`src/rtl/core/pcsc_pkg.sv`:
```
// ----------------------------------------------------------------------------
// pcsc_pkg
// Shared types, codes and helpers of the pixel color space converter.
// ----------------------------------------------------------------------------
package pcsc_pkg;

    localparam int DivStages = 4;
    localparam int DivSteps  = 2;
    localparam int NumLanes  = 3;
    localparam int DivFirst  = 4;
    localparam int NumStages = DivFirst + DivStages + 1;
    localparam int SideDepth = NumStages - 1;

    localparam int CfgIdxW  = 2;
    localparam int CfgDataW = 2;

    typedef enum logic [1:0] {
        FMT_RGB  = 2'd0,
        FMT_RGBA = 2'd1,
        FMT_GRAY = 2'd2,
        FMT_CMYK = 2'd3
    } t_fmt;

    localparam logic [CfgIdxW-1:0] CFG_SOURCE_FORMAT = 2'd0;
    localparam logic [CfgIdxW-1:0] CFG_TARGET_FORMAT = 2'd1;
    localparam logic [CfgIdxW-1:0] CFG_LUMA_STANDARD = 2'd2;

    localparam logic [7:0] W601_R = 8'd76;
    localparam logic [7:0] W601_G = 8'd150;
    localparam logic [7:0] W601_B = 8'd29;
    localparam logic [7:0] W709_R = 8'd54;
    localparam logic [7:0] W709_G = 8'd183;
    localparam logic [7:0] W709_B = 8'd18;
    localparam logic [7:0] FULL   = 8'hff;

    // Per-pixel data that rides alongside the arithmetic stages.
    typedef struct packed {
        logic [7:0] c0;
        logic [7:0] c1;
        logic [7:0] c2;
        logic [7:0] c3;
        logic       last;
        logic [7:0] r;
        logic [7:0] g;
        logic [7:0] b;
        logic [7:0] gray;
        logic [7:0] kout;
        logic       dark;
    } t_side;

    typedef struct packed {
        logic [7:0] chan0;
        logic [7:0] chan1;
        logic [7:0] chan2;
        logic [7:0] chan3;
        logic       last;
    } t_word;

    // Division by 255 taken as (x * 257) >> 16, kept to eight bits.
    function automatic logic [7:0] div255(input logic [15:0] x);
        logic [24:0] t;
        t = {1'b0, x, 8'h00} + 25'(x);
        return t[23:16];
    endfunction

endpackage

```
`src/rtl/core/pcsc_if.sv`:
```
// ----------------------------------------------------------------------------
// pcsc_if
// Valid/ready channels of the converter: pixel in, pixel out, configuration.
// ----------------------------------------------------------------------------
interface pcsc_in_if;
    logic       valid;
    logic       ready;
    logic [7:0] in_chan0;
    logic [7:0] in_chan1;
    logic [7:0] in_chan2;
    logic [7:0] in_chan3;
    logic       in_last;

    modport source (output valid, in_chan0, in_chan1, in_chan2, in_chan3, in_last,
                    input ready);
    modport sink (input valid, in_chan0, in_chan1, in_chan2, in_chan3, in_last,
                  output ready);
endinterface

interface pcsc_out_if;
    logic       valid;
    logic       ready;
    logic [7:0] out_chan0;
    logic [7:0] out_chan1;
    logic [7:0] out_chan2;
    logic [7:0] out_chan3;
    logic       out_last;

    modport source (output valid, out_chan0, out_chan1, out_chan2, out_chan3, out_last,
                    input ready);
    modport sink (input valid, out_chan0, out_chan1, out_chan2, out_chan3, out_last,
                  output ready);
endinterface

interface pcsc_cfg_if import pcsc_pkg::*; ();
    logic                valid;
    logic                ready;
    logic [CfgIdxW-1:0]  addr;
    logic [CfgDataW-1:0] data;

    modport source (output valid, addr, data, input ready);
    modport sink (input valid, addr, data, output ready);
endinterface

```
`src/rtl/core/pcsc_to_rgb.sv`:
```
// ----------------------------------------------------------------------------
// pcsc_to_rgb
// Two stages that bring the source pixel to RGB: ink products, then scaling.
// ----------------------------------------------------------------------------
module pcsc_to_rgb import pcsc_pkg::*; (
    input  logic       i_clk,
    input  logic [1:0] i_en,
    input  t_fmt       i_src,
    input  logic [7:0] i_c0,
    input  logic [7:0] i_c1,
    input  logic [7:0] i_c2,
    input  logic [7:0] i_c3,
    input  t_side      i_held,
    output logic [7:0] o_r,
    output logic [7:0] o_g,
    output logic [7:0] o_b
);

    logic [15:0] r_p0, r_p1, r_p2;
    logic [15:0] n_p0, n_p1, n_p2;
    logic [7:0]  r_r, r_g, r_b;
    logic [7:0]  n_r, n_g, n_b;
    logic [7:0]  w_invk;

    assign w_invk = FULL - i_c3;
    assign n_p0   = 16'(FULL - i_c0) * 16'(w_invk);
    assign n_p1   = 16'(FULL - i_c1) * 16'(w_invk);
    assign n_p2   = 16'(FULL - i_c2) * 16'(w_invk);

    always_comb begin
        unique case (i_src)
            FMT_CMYK: begin
                n_r = div255(r_p0);
                n_g = div255(r_p1);
                n_b = div255(r_p2);
            end
            FMT_GRAY: begin
                n_r = i_held.c0;
                n_g = i_held.c0;
                n_b = i_held.c0;
            end
            FMT_RGB, FMT_RGBA: begin
                n_r = i_held.c0;
                n_g = i_held.c1;
                n_b = i_held.c2;
            end
        endcase
    end

    always_ff @(posedge i_clk) begin
        if (i_en[0]) begin
            r_p0 <= n_p0;
            r_p1 <= n_p1;
            r_p2 <= n_p2;
        end
        if (i_en[1]) begin
            r_r <= n_r;
            r_g <= n_g;
            r_b <= n_b;
        end
    end

    assign o_r = r_r;
    assign o_g = r_g;
    assign o_b = r_b;

endmodule

```
`src/rtl/core/pcsc_analyze.sv`:
```
// ----------------------------------------------------------------------------
// pcsc_analyze
// Maximum and luma sum of the RGB pixel, then luma, K and the division inputs.
// ----------------------------------------------------------------------------
module pcsc_analyze import pcsc_pkg::*; (
    input  logic        i_clk,
    input  logic [1:0]  i_en,
    input  t_fmt        i_src,
    input  logic        i_luma709,
    input  logic [7:0]  i_r,
    input  logic [7:0]  i_g,
    input  logic [7:0]  i_b,
    input  t_side       i_held,
    output logic [15:0] o_num [NumLanes],
    output logic [7:0]  o_den,
    output logic [7:0]  o_gray,
    output logic [7:0]  o_kout,
    output logic        o_dark
);

    logic [7:0]  r_max, n_max;
    logic [15:0] r_sum, n_sum;
    logic [7:0]  w_wr, w_wg, w_wb;
    logic [7:0]  w_rg;

    logic [15:0] r_num [NumLanes];
    logic [15:0] n_num [NumLanes];
    logic [7:0]  r_den, r_gray, r_kout, n_gray, n_kout;
    logic        r_dark;
    logic [7:0]  w_ch [NumLanes];
    logic [7:0]  w_diff [NumLanes];

    assign w_wr = i_luma709 ? W709_R : W601_R;
    assign w_wg = i_luma709 ? W709_G : W601_G;
    assign w_wb = i_luma709 ? W709_B : W601_B;

    assign w_rg  = (i_g > i_r) ? i_g : i_r;
    assign n_max = (i_b > w_rg) ? i_b : w_rg;
    // The weights add up to 255, so the sum never leaves sixteen bits.
    assign n_sum = 16'(i_r) * 16'(w_wr) + 16'(i_g) * 16'(w_wg) + 16'(i_b) * 16'(w_wb);

    assign w_ch[0] = i_held.r;
    assign w_ch[1] = i_held.g;
    assign w_ch[2] = i_held.b;

    always_comb begin
        for (int l = 0; l < NumLanes; l++) begin
            w_diff[l] = r_max - w_ch[l];
            n_num[l]  = {w_diff[l], 8'h00} - 16'(w_diff[l]);
        end
    end

    // A neutral CMYK pixel takes its gray straight from K.
    always_comb begin
        if (i_src == FMT_CMYK && i_held.c0 == 8'h00 && i_held.c1 == 8'h00
                && i_held.c2 == 8'h00) begin
            n_gray = FULL - i_held.c3;
        end else begin
            n_gray = div255(r_sum);
        end
    end

    assign n_kout = FULL - r_max;

    always_ff @(posedge i_clk) begin
        if (i_en[0]) begin
            r_max <= n_max;
            r_sum <= n_sum;
        end
        if (i_en[1]) begin
            r_num  <= n_num;
            r_den  <= r_max;
            r_gray <= n_gray;
            r_kout <= n_kout;
            r_dark <= (r_max == 8'h00);
        end
    end

    assign o_num  = r_num;
    assign o_den  = r_den;
    assign o_gray = r_gray;
    assign o_kout = r_kout;
    assign o_dark = r_dark;

endmodule

```
`src/rtl/core/pcsc_divider.sv`:
```
// ----------------------------------------------------------------------------
// pcsc_divider
// Pipelined restoring divider: three lanes of a 16-bit numerator over an
// 8-bit divisor, quotient known to fit in eight bits.
// ----------------------------------------------------------------------------
module pcsc_divider import pcsc_pkg::*; (
    input  logic                 i_clk,
    input  logic [DivStages-1:0] i_en,
    input  logic [15:0]          i_num [NumLanes],
    input  logic [7:0]           i_den,
    output logic [7:0]           o_quot [NumLanes]
);

    typedef struct packed {
        logic [7:0] rem;
        logic [7:0] lo;
        logic [7:0] q;
    } t_div;

    t_div       r_st  [DivStages][NumLanes];
    t_div       n_st  [DivStages][NumLanes];
    logic [7:0] r_den [DivStages];
    logic [7:0] w_den [DivStages];

    // One bit of long division; the remainder stays below the divisor.
    function automatic t_div div_step(input t_div s, input logic [7:0] den);
        logic [8:0] t;
        logic       ge;
        t_div       o;
        t     = {s.rem, s.lo[7]};
        ge    = (t >= {1'b0, den});
        o.rem = ge ? 8'(t - {1'b0, den}) : t[7:0];
        o.lo  = {s.lo[6:0], 1'b0};
        o.q   = {s.q[6:0], ge};
        return o;
    endfunction

    always_comb begin
        for (int s = 0; s < DivStages; s++) begin
            w_den[s] = (s == 0) ? i_den : r_den[(s == 0) ? 0 : s - 1];
            for (int l = 0; l < NumLanes; l++) begin
                if (s == 0) begin
                    n_st[s][l].rem = i_num[l][15:8];
                    n_st[s][l].lo  = i_num[l][7:0];
                    n_st[s][l].q   = 8'h00;
                end else begin
                    n_st[s][l] = r_st[(s == 0) ? 0 : s - 1][l];
                end
                for (int k = 0; k < DivSteps; k++) begin
                    n_st[s][l] = div_step(n_st[s][l], w_den[s]);
                end
            end
        end
    end

    always_ff @(posedge i_clk) begin
        for (int s = 0; s < DivStages; s++) begin
            if (i_en[s]) begin
                r_st[s]  <= n_st[s];
                r_den[s] <= w_den[s];
            end
        end
    end

    always_comb begin
        for (int l = 0; l < NumLanes; l++) begin
            o_quot[l] = r_st[DivStages-1][l].q;
        end
    end

endmodule

```
`src/rtl/core/pcsc_pack.sv`:
```
// ----------------------------------------------------------------------------
// pcsc_pack
// Output register: assembles the result word in the target format.
// ----------------------------------------------------------------------------
module pcsc_pack import pcsc_pkg::*; (
    input  logic       i_clk,
    input  logic       i_en,
    input  t_fmt       i_src,
    input  t_fmt       i_tgt,
    input  t_side      i_side,
    input  logic [7:0] i_quot [NumLanes],
    output t_word      o_word
);

    t_word r_word, n_word;

    always_comb begin
        n_word      = '0;
        n_word.last = i_side.last;
        if (i_src == i_tgt) begin
            n_word.chan0 = i_side.c0;
            if (i_src != FMT_GRAY) begin
                n_word.chan1 = i_side.c1;
                n_word.chan2 = i_side.c2;
            end
            if (i_src == FMT_RGBA || i_src == FMT_CMYK) begin
                n_word.chan3 = i_side.c3;
            end
        end else begin
            unique case (i_tgt)
                FMT_RGB, FMT_RGBA: begin
                    n_word.chan0 = i_side.r;
                    n_word.chan1 = i_side.g;
                    n_word.chan2 = i_side.b;
                    if (i_tgt == FMT_RGBA) begin
                        n_word.chan3 = FULL;
                    end
                end
                FMT_GRAY: begin
                    n_word.chan0 = i_side.gray;
                end
                FMT_CMYK: begin
                    // A gray source has equal channels, so its quotients are zero.
                    n_word.chan3 = i_side.kout;
                    if (!i_side.dark) begin
                        n_word.chan0 = i_quot[0];
                        n_word.chan1 = i_quot[1];
                        n_word.chan2 = i_quot[2];
                    end
                end
            endcase
        end
    end

    always_ff @(posedge i_clk) begin
        if (i_en) begin
            r_word <= n_word;
        end
    end

    assign o_word = r_word;

endmodule

```
`src/rtl/core/pixel_color_space_converter.sv`:
```
// Throughput: one word per cycle; a stalled output fills bubbles first.
// The pipeline has nine stages, four of them the divider.
// Reset clears all stage valid bits and returns the configuration to
// rgb source, rgba target and Rec.601 luma.
// ----------------------------------------------------------------------------
// pixel_color_space_converter
// Converts one 8-bit pixel per word between RGB, RGBA, grayscale and CMYK.
// ----------------------------------------------------------------------------
module pixel_color_space_converter import pcsc_pkg::*; (
    input  logic          i_clk,
    input  logic          i_rst_n,
    pcsc_in_if.sink       i_pix,
    pcsc_out_if.source    o_pix,
    pcsc_cfg_if.sink      i_cfg
);

    t_fmt                 r_src, r_tgt;
    logic                 r_luma709;
    logic [NumStages-1:0] r_valid;
    logic [NumStages-1:0] w_adv;
    t_side                r_side [SideDepth];
    t_side                n_side [SideDepth];

    logic [7:0]  w_r, w_g, w_b;
    logic [15:0] w_num [NumLanes];
    logic [7:0]  w_den, w_gray, w_kout;
    logic        w_dark;
    logic [7:0]  w_quot [NumLanes];
    t_word       w_word;

    // Configuration
    assign i_cfg.ready = 1'b1;

    always_ff @(posedge i_clk) begin
        if (!i_rst_n) begin
            r_src     <= FMT_RGB;
            r_tgt     <= FMT_RGBA;
            r_luma709 <= 1'b0;
        end else if (i_cfg.valid && i_cfg.ready) begin
            unique case (i_cfg.addr)
                CFG_SOURCE_FORMAT: r_src     <= t_fmt'(i_cfg.data);
                CFG_TARGET_FORMAT: r_tgt     <= t_fmt'(i_cfg.data);
                CFG_LUMA_STANDARD: r_luma709 <= i_cfg.data[0];
                default: ;
            endcase
        end
    end

    // A stage moves on when it is empty or the stage after it moves on.
    always_comb begin
        w_adv[NumStages-1] = !r_valid[NumStages-1] || o_pix.ready;
        for (int k = NumStages - 2; k >= 0; k--) begin
            w_adv[k] = !r_valid[k] || w_adv[k+1];
        end
    end

    assign i_pix.ready = w_adv[0];

    always_ff @(posedge i_clk) begin
        if (!i_rst_n) begin
            r_valid <= '0;
        end else begin
            if (w_adv[0]) begin
                r_valid[0] <= i_pix.valid;
            end
            for (int k = 1; k < NumStages; k++) begin
                if (w_adv[k]) begin
                    r_valid[k] <= r_valid[k-1];
                end
            end
        end
    end

    // Side data line; results of the RGB and analysis stages join it.
    always_comb begin
        n_side[0]      = '0;
        n_side[0].c0   = i_pix.in_chan0;
        n_side[0].c1   = i_pix.in_chan1;
        n_side[0].c2   = i_pix.in_chan2;
        n_side[0].c3   = i_pix.in_chan3;
        n_side[0].last = i_pix.in_last;
        for (int k = 1; k < SideDepth; k++) begin
            n_side[k] = r_side[k-1];
        end
        n_side[2].r         = w_r;
        n_side[2].g         = w_g;
        n_side[2].b         = w_b;
        n_side[DivFirst].gray = w_gray;
        n_side[DivFirst].kout = w_kout;
        n_side[DivFirst].dark = w_dark;
    end

    always_ff @(posedge i_clk) begin
        for (int k = 0; k < SideDepth; k++) begin
            if (w_adv[k]) begin
                r_side[k] <= n_side[k];
            end
        end
    end

    pcsc_to_rgb u_to_rgb (
        .i_clk  (i_clk),
        .i_en   (w_adv[1:0]),
        .i_src  (r_src),
        .i_c0   (i_pix.in_chan0),
        .i_c1   (i_pix.in_chan1),
        .i_c2   (i_pix.in_chan2),
        .i_c3   (i_pix.in_chan3),
        .i_held (r_side[0]),
        .o_r    (w_r),
        .o_g    (w_g),
        .o_b    (w_b)
    );

    pcsc_analyze u_analyze (
        .i_clk     (i_clk),
        .i_en      (w_adv[3:2]),
        .i_src     (r_src),
        .i_luma709 (r_luma709),
        .i_r       (w_r),
        .i_g       (w_g),
        .i_b       (w_b),
        .i_held    (r_side[2]),
        .o_num     (w_num),
        .o_den     (w_den),
        .o_gray    (w_gray),
        .o_kout    (w_kout),
        .o_dark    (w_dark)
    );

    pcsc_divider u_divider (
        .i_clk  (i_clk),
        .i_en   (w_adv[DivFirst+DivStages-1:DivFirst]),
        .i_num  (w_num),
        .i_den  (w_den),
        .o_quot (w_quot)
    );

    pcsc_pack u_pack (
        .i_clk  (i_clk),
        .i_en   (w_adv[NumStages-1]),
        .i_src  (r_src),
        .i_tgt  (r_tgt),
        .i_side (r_side[SideDepth-1]),
        .i_quot (w_quot),
        .o_word (w_word)
    );

    assign o_pix.valid     = r_valid[NumStages-1];
    assign o_pix.out_chan0 = w_word.chan0;
    assign o_pix.out_chan1 = w_word.chan1;
    assign o_pix.out_chan2 = w_word.chan2;
    assign o_pix.out_chan3 = w_word.chan3;
    assign o_pix.out_last  = w_word.last;

endmodule

```
`src/flat_wrapper.sv`:
```
// flat-port wrapper written by rule: the top's interface ports become plain ports
module pixel_color_space_converter_flat import pcsc_pkg::*;
  (i_clk, i_rst_n, i_pix_valid, i_pix_in_chan0, i_pix_in_chan1, i_pix_in_chan2, i_pix_in_chan3, i_pix_in_last, i_pix_ready, o_pix_valid, o_pix_out_chan0, o_pix_out_chan1, o_pix_out_chan2, o_pix_out_chan3, o_pix_out_last, o_pix_ready, i_cfg_valid, i_cfg_addr, i_cfg_data, i_cfg_ready);
  pcsc_in_if i_pix_i ();
  pcsc_out_if o_pix_i ();
  pcsc_cfg_if i_cfg_i ();
  input  logic i_clk;
  input  logic i_rst_n;
  input wire logic [$bits(i_pix_i.valid)-1:0] i_pix_valid;
  input wire logic [$bits(i_pix_i.in_chan0)-1:0] i_pix_in_chan0;
  input wire logic [$bits(i_pix_i.in_chan1)-1:0] i_pix_in_chan1;
  input wire logic [$bits(i_pix_i.in_chan2)-1:0] i_pix_in_chan2;
  input wire logic [$bits(i_pix_i.in_chan3)-1:0] i_pix_in_chan3;
  input wire logic [$bits(i_pix_i.in_last)-1:0] i_pix_in_last;
  output wire logic [$bits(i_pix_i.ready)-1:0] i_pix_ready;
  output wire logic [$bits(o_pix_i.valid)-1:0] o_pix_valid;
  output wire logic [$bits(o_pix_i.out_chan0)-1:0] o_pix_out_chan0;
  output wire logic [$bits(o_pix_i.out_chan1)-1:0] o_pix_out_chan1;
  output wire logic [$bits(o_pix_i.out_chan2)-1:0] o_pix_out_chan2;
  output wire logic [$bits(o_pix_i.out_chan3)-1:0] o_pix_out_chan3;
  output wire logic [$bits(o_pix_i.out_last)-1:0] o_pix_out_last;
  input wire logic [$bits(o_pix_i.ready)-1:0] o_pix_ready;
  input wire logic [$bits(i_cfg_i.valid)-1:0] i_cfg_valid;
  input wire logic [$bits(i_cfg_i.addr)-1:0] i_cfg_addr;
  input wire logic [$bits(i_cfg_i.data)-1:0] i_cfg_data;
  output wire logic [$bits(i_cfg_i.ready)-1:0] i_cfg_ready;
  assign i_pix_i.valid = i_pix_valid;
  assign i_pix_i.in_chan0 = i_pix_in_chan0;
  assign i_pix_i.in_chan1 = i_pix_in_chan1;
  assign i_pix_i.in_chan2 = i_pix_in_chan2;
  assign i_pix_i.in_chan3 = i_pix_in_chan3;
  assign i_pix_i.in_last = i_pix_in_last;
  assign i_pix_ready = i_pix_i.ready;
  assign o_pix_valid = o_pix_i.valid;
  assign o_pix_out_chan0 = o_pix_i.out_chan0;
  assign o_pix_out_chan1 = o_pix_i.out_chan1;
  assign o_pix_out_chan2 = o_pix_i.out_chan2;
  assign o_pix_out_chan3 = o_pix_i.out_chan3;
  assign o_pix_out_last = o_pix_i.out_last;
  assign o_pix_i.ready = o_pix_ready;
  assign i_cfg_i.valid = i_cfg_valid;
  assign i_cfg_i.addr = i_cfg_addr;
  assign i_cfg_i.data = i_cfg_data;
  assign i_cfg_ready = i_cfg_i.ready;
  pixel_color_space_converter u_core (.i_clk(i_clk), .i_rst_n(i_rst_n), .i_pix(i_pix_i), .o_pix(o_pix_i), .i_cfg(i_cfg_i));
endmodule
```
`config.mk`:
```
export PLATFORM = sky130hd
export DESIGN_NAME = pixel_color_space_converter_flat
export DESIGN_NICKNAME = d
export VERILOG_FILES = /design/src/rtl/core/pcsc_pkg.sv /design/src/rtl/core/pcsc_if.sv /design/src/rtl/core/pcsc_to_rgb.sv /design/src/rtl/core/pcsc_analyze.sv /design/src/rtl/core/pcsc_divider.sv /design/src/rtl/core/pcsc_pack.sv /design/src/rtl/core/pixel_color_space_converter.sv /design/src/flat_wrapper.sv
export SDC_FILE = /design/constraint.sdc
export NUM_CORES = 2
export LEC_CHECK = 0
export ABC_AREA = 1
export BUFFER_PORTS_ARGS = -buffer_cell sky130_fd_sc_hd__buf_2
export CAP_MARGIN = 10
export CORE_AREA = 5 5 323 325
export CTS_BUF_LIST = sky130_fd_sc_hd__clkbuf_16
export CTS_CLUSTER_DIAMETER = 200
export DETAILED_ROUTE_END_ITERATION = 7
export DIE_AREA = 0 0 328 330
export GPL_TIMING_DRIVEN = 0
export PLACE_DENSITY = 0.71
export SYNTH_ARGS = -nofsm -noshare
export SYNTH_HDL_FRONTEND = slang
export SYNTH_HIERARCHICAL = 1
export SYNTH_SLANG_ARGS = --single-unit
export TNS_END_PERCENT = 50
```
`constraint.sdc`:
```
create_clock -name i_clk -period 10.11 [get_ports i_clk]
set_input_delay 0.5055 -clock i_clk [delete_from_list [all_inputs] [get_ports i_clk]]
set_output_delay 0.5055 -clock i_clk [all_outputs]
set_load 0.05 [all_outputs]
```
==> impl_metrics.py <==
metrics = {
    "global_route": {
        "grt_usage_pct": 22.9,
        "gr-total-overflow": 0,
        "grt_pass1_wl_um": 196000,
        "grt_pass1_vias": 36500,
        "antenna_found_initial": 7,
        "grt_max_degree": 101,
    },
    "critical_path": {
        "arrival_ns": 6.95,
        "critPathLaunchType": "flop",
        "r2r_end": "u_core/u_analyze/r_sum[15]",
        "cp-end-kind": "flop",
        "crit_required_ns": 10.49,
        "rrSetupSlack_ns": 3.53,
        "r2r_cells": 19,
        "critPathMaxFanout": 10,
        "reg2reg_from": "u_core/r_luma709",
        "path_class": "flop to flop",
    },
    "clock_tree": {
        "htreeDepth": 3,
        "clkLatencyLatePin_ns": 0.67,
        "root_buffer": "clkbuf_16",
        "cts_sinks": 884,
        "clkTransAtPathRegs_ns": 0.06,
        "post_cts_resized": 0,
        "cts_tree": "built",
        "clk_path_buf_depth": 3,
        "cts_buffers": 89,
    },
    "route": {
        "wl_per_cell_um": 17.1,
        "via_per_inst": 5.24,
        "drt_iter0_drc": 2944,
        "num_vias": 37700,
        "drt-total-wl_um": 123000,
        "detail-route-antenna-nets": 0,
        "drc": 0,
        "drtPass1Iterations": 6,
    },
    "cells_and_area": {
        "drive_gt1_share_pct": 6.65,
        "final_cells": 7202,
        "diodes": 0,
        "layout.nets": 6496,
        "area_growth_pct": 9.88,
    },
    "min_path": {
        "hold_path_startpoint": "i_pix_in_chan2[1]",
        "hold_path_class": "input port to flop",
        "hold_path_depth": 1,
        "worstHoldEndpoint": "u_core/r_side[0][51]",
    },
    "sta": {
        "tightestPinTransition_ns": 0.908,
        "fin_ws_ns": 3.53,
        "fin_setup_tns_ns": 0,
        "finalHoldViolations": 0,
        "finClkSkew_ns": 0.0499,
        "relSlewSlack_pct": 39.5,
        "drv_slew": 0,
        "setup_viol": 0,
        "period_share_pct": 65.0,
        "grt_setup_unrepaired": "false",
        "fmax_mhz": 152,
        "period_needed_ns": 6.58,
    },
    "placed_design": {
        "gp_congestion": 0.898,
        "io_buffers": 76,
        "place_ws_ns": 3.56,
        "dp_cells": 7035,
        "place.detailed.hpwl_um": 95400,
    },
    "die": {
        "start_util_pct": 54.4,
        "die_h_um": 330,
        "die_area_um2": 108000,
        "io_pins": 78,
        "die_width_um": 328,
        "core-area_um2": 101000,
        "rows": 117,
    },
    "yosys": {
        "yosysWarnings": 6,
        "synthCells": 5578,
        "avgSynthCellArea_um2": 9.87,
        "syn_area_um2": 55000,
    },
    "outcome": {
        "status": "completed",
    },
    "job": {
        "drv_cap": 0,
    },
}
==> worst max path at each step <==
stage,startpoint,to,slack (ns),cells past startpoint
4_1_cts,u_core/r_luma709,u_core/u_analyze/r_sum[11],3.49,19
5_1_grt,u_core/r_luma709,u_core/u_analyze/r_sum[11],3.13,19
6_report,u_core/r_luma709,u_core/u_analyze/r_sum[15],3.53,19
3_3_place_gp,o_pix_ready,u_core/u_divider/r_st[0][43],0.21,7
2_1_floorplan,u_core/r_valid[8],u_core/r_side[1][0],2.94,5
3_5_place_dp,u_core/r_luma709,u_core/u_analyze/r_sum[15],3.56,19
==> per-layer routing <==
metal	wire, um	GRT usage [%]	up-vias
li1	-	-	18700
met1	55600	33.1	17700
met2	55700	36.7	1167
met3	7870	3.40	223
met4	3610	6.50	6
met5	44	0	-
==> timing repair <==
| item | in CTS | in global routing |
|---|---|---|
| hold endpoints to repair | 1 | 0 |
| setup buffers | 0 | 0 |
| hold buffers | 1 | 0 |
==> sequential cells by signal (all words and copies together), names as in the netlist <==
register                 flops
u_core/u_analyze/r_sum      16
u_core/r_src                 2
u_core/r_valid               9
u_core/u_analyze/r_max       8
u_core/u_to_rgb/r_p2        16
u_core/u_to_rgb/o_g          8
u_core/u_pack/o_word        33
u_core/u_analyze/o_num      48
u_core/u_divider/r_st      168
u_core/u_analyze/o_den       8
u_core/u_divider/r_den      24
u_core/r_side              476
u_core/u_to_rgb/o_b          8
u_core/u_to_rgb/r_p0        16
u_core/r_luma709             1
u_core/u_to_rgb/r_p1        16
u_core/r_tgt                 2
u_core/u_analyze/o_kout      8
u_core/u_analyze/o_gray      8
u_core/u_to_rgb/o_r          8
u_core/u_analyze/o_dark      1
==> final cells by class <==
cell class,count,area (um2)
fill,8376,40700
sequential,884,26400
multi-input combinational,3671,24700
inverter,961,3620
clock buffer,89,2230
tap,1368,1710
clock inverter,77,767
timing repair buffer,88,686
buffer,64,358
==> placed cells by master (no fill, tap or decap), types with 15 or more instances in the layout <==
cell	n
nor3_1	28
xor2_1	120
clkbuf_1	31
o22ai_1	16
edfxtp_1	870
nand3_2	17
ha_1	473
nand3_1	350
fa_1	222
o21ai_0	65
clkbuf_16	89
inv_1	957
nand4_1	91
a21oi_1	206
nand2_1	1363
a21o_1	15
buf_2	89
nand2_2	27
xnor2_1	54
nor2_1	422
nand3b_1	38
clkinv_1	22
==> worst max-delay path, cell delays in order (launching register included) <==
cell and delay [ns]:
dfxtp_1 0.65, clkbuf_1 0.46, buf_1 0.50, nand2_1 0.13, fa_1 0.48, fa_1 0.55, inv_1 0.05, fa_1 0.53
fa_1 0.45, fa_1 0.55, inv_1 0.05, fa_1 0.53, inv_1 0.04, ha_1 0.34, a21oi_1 0.19, a21boi_0 0.31
inv_1 0.10, nand2_1 0.09, nand3_1 0.09, xnor2_1 0.16
==> per-stage QoR <==
| stage | hold slack [ns] | instance area (um2) | util [%] |
|---|---|---|---|
| 2_1_floorplan | 0.400 | 55100 | - |
| 3_5_place_dp | 0.405 | 57500 | 56.8 |
| 3_3_place_gp | 0.400 | 57100 | 56.5 |
| 6_report | 0.0419 | 60500 | 59.8 |
| 4_1_cts | 0.0109 | 60500 | 59.8 |
| 5_1_grt | 0.0237 | 60500 | 59.8 |
Power is not shown: default switching activity piles up to over one toggle a cycle in this logic, so the estimate is an artifact.
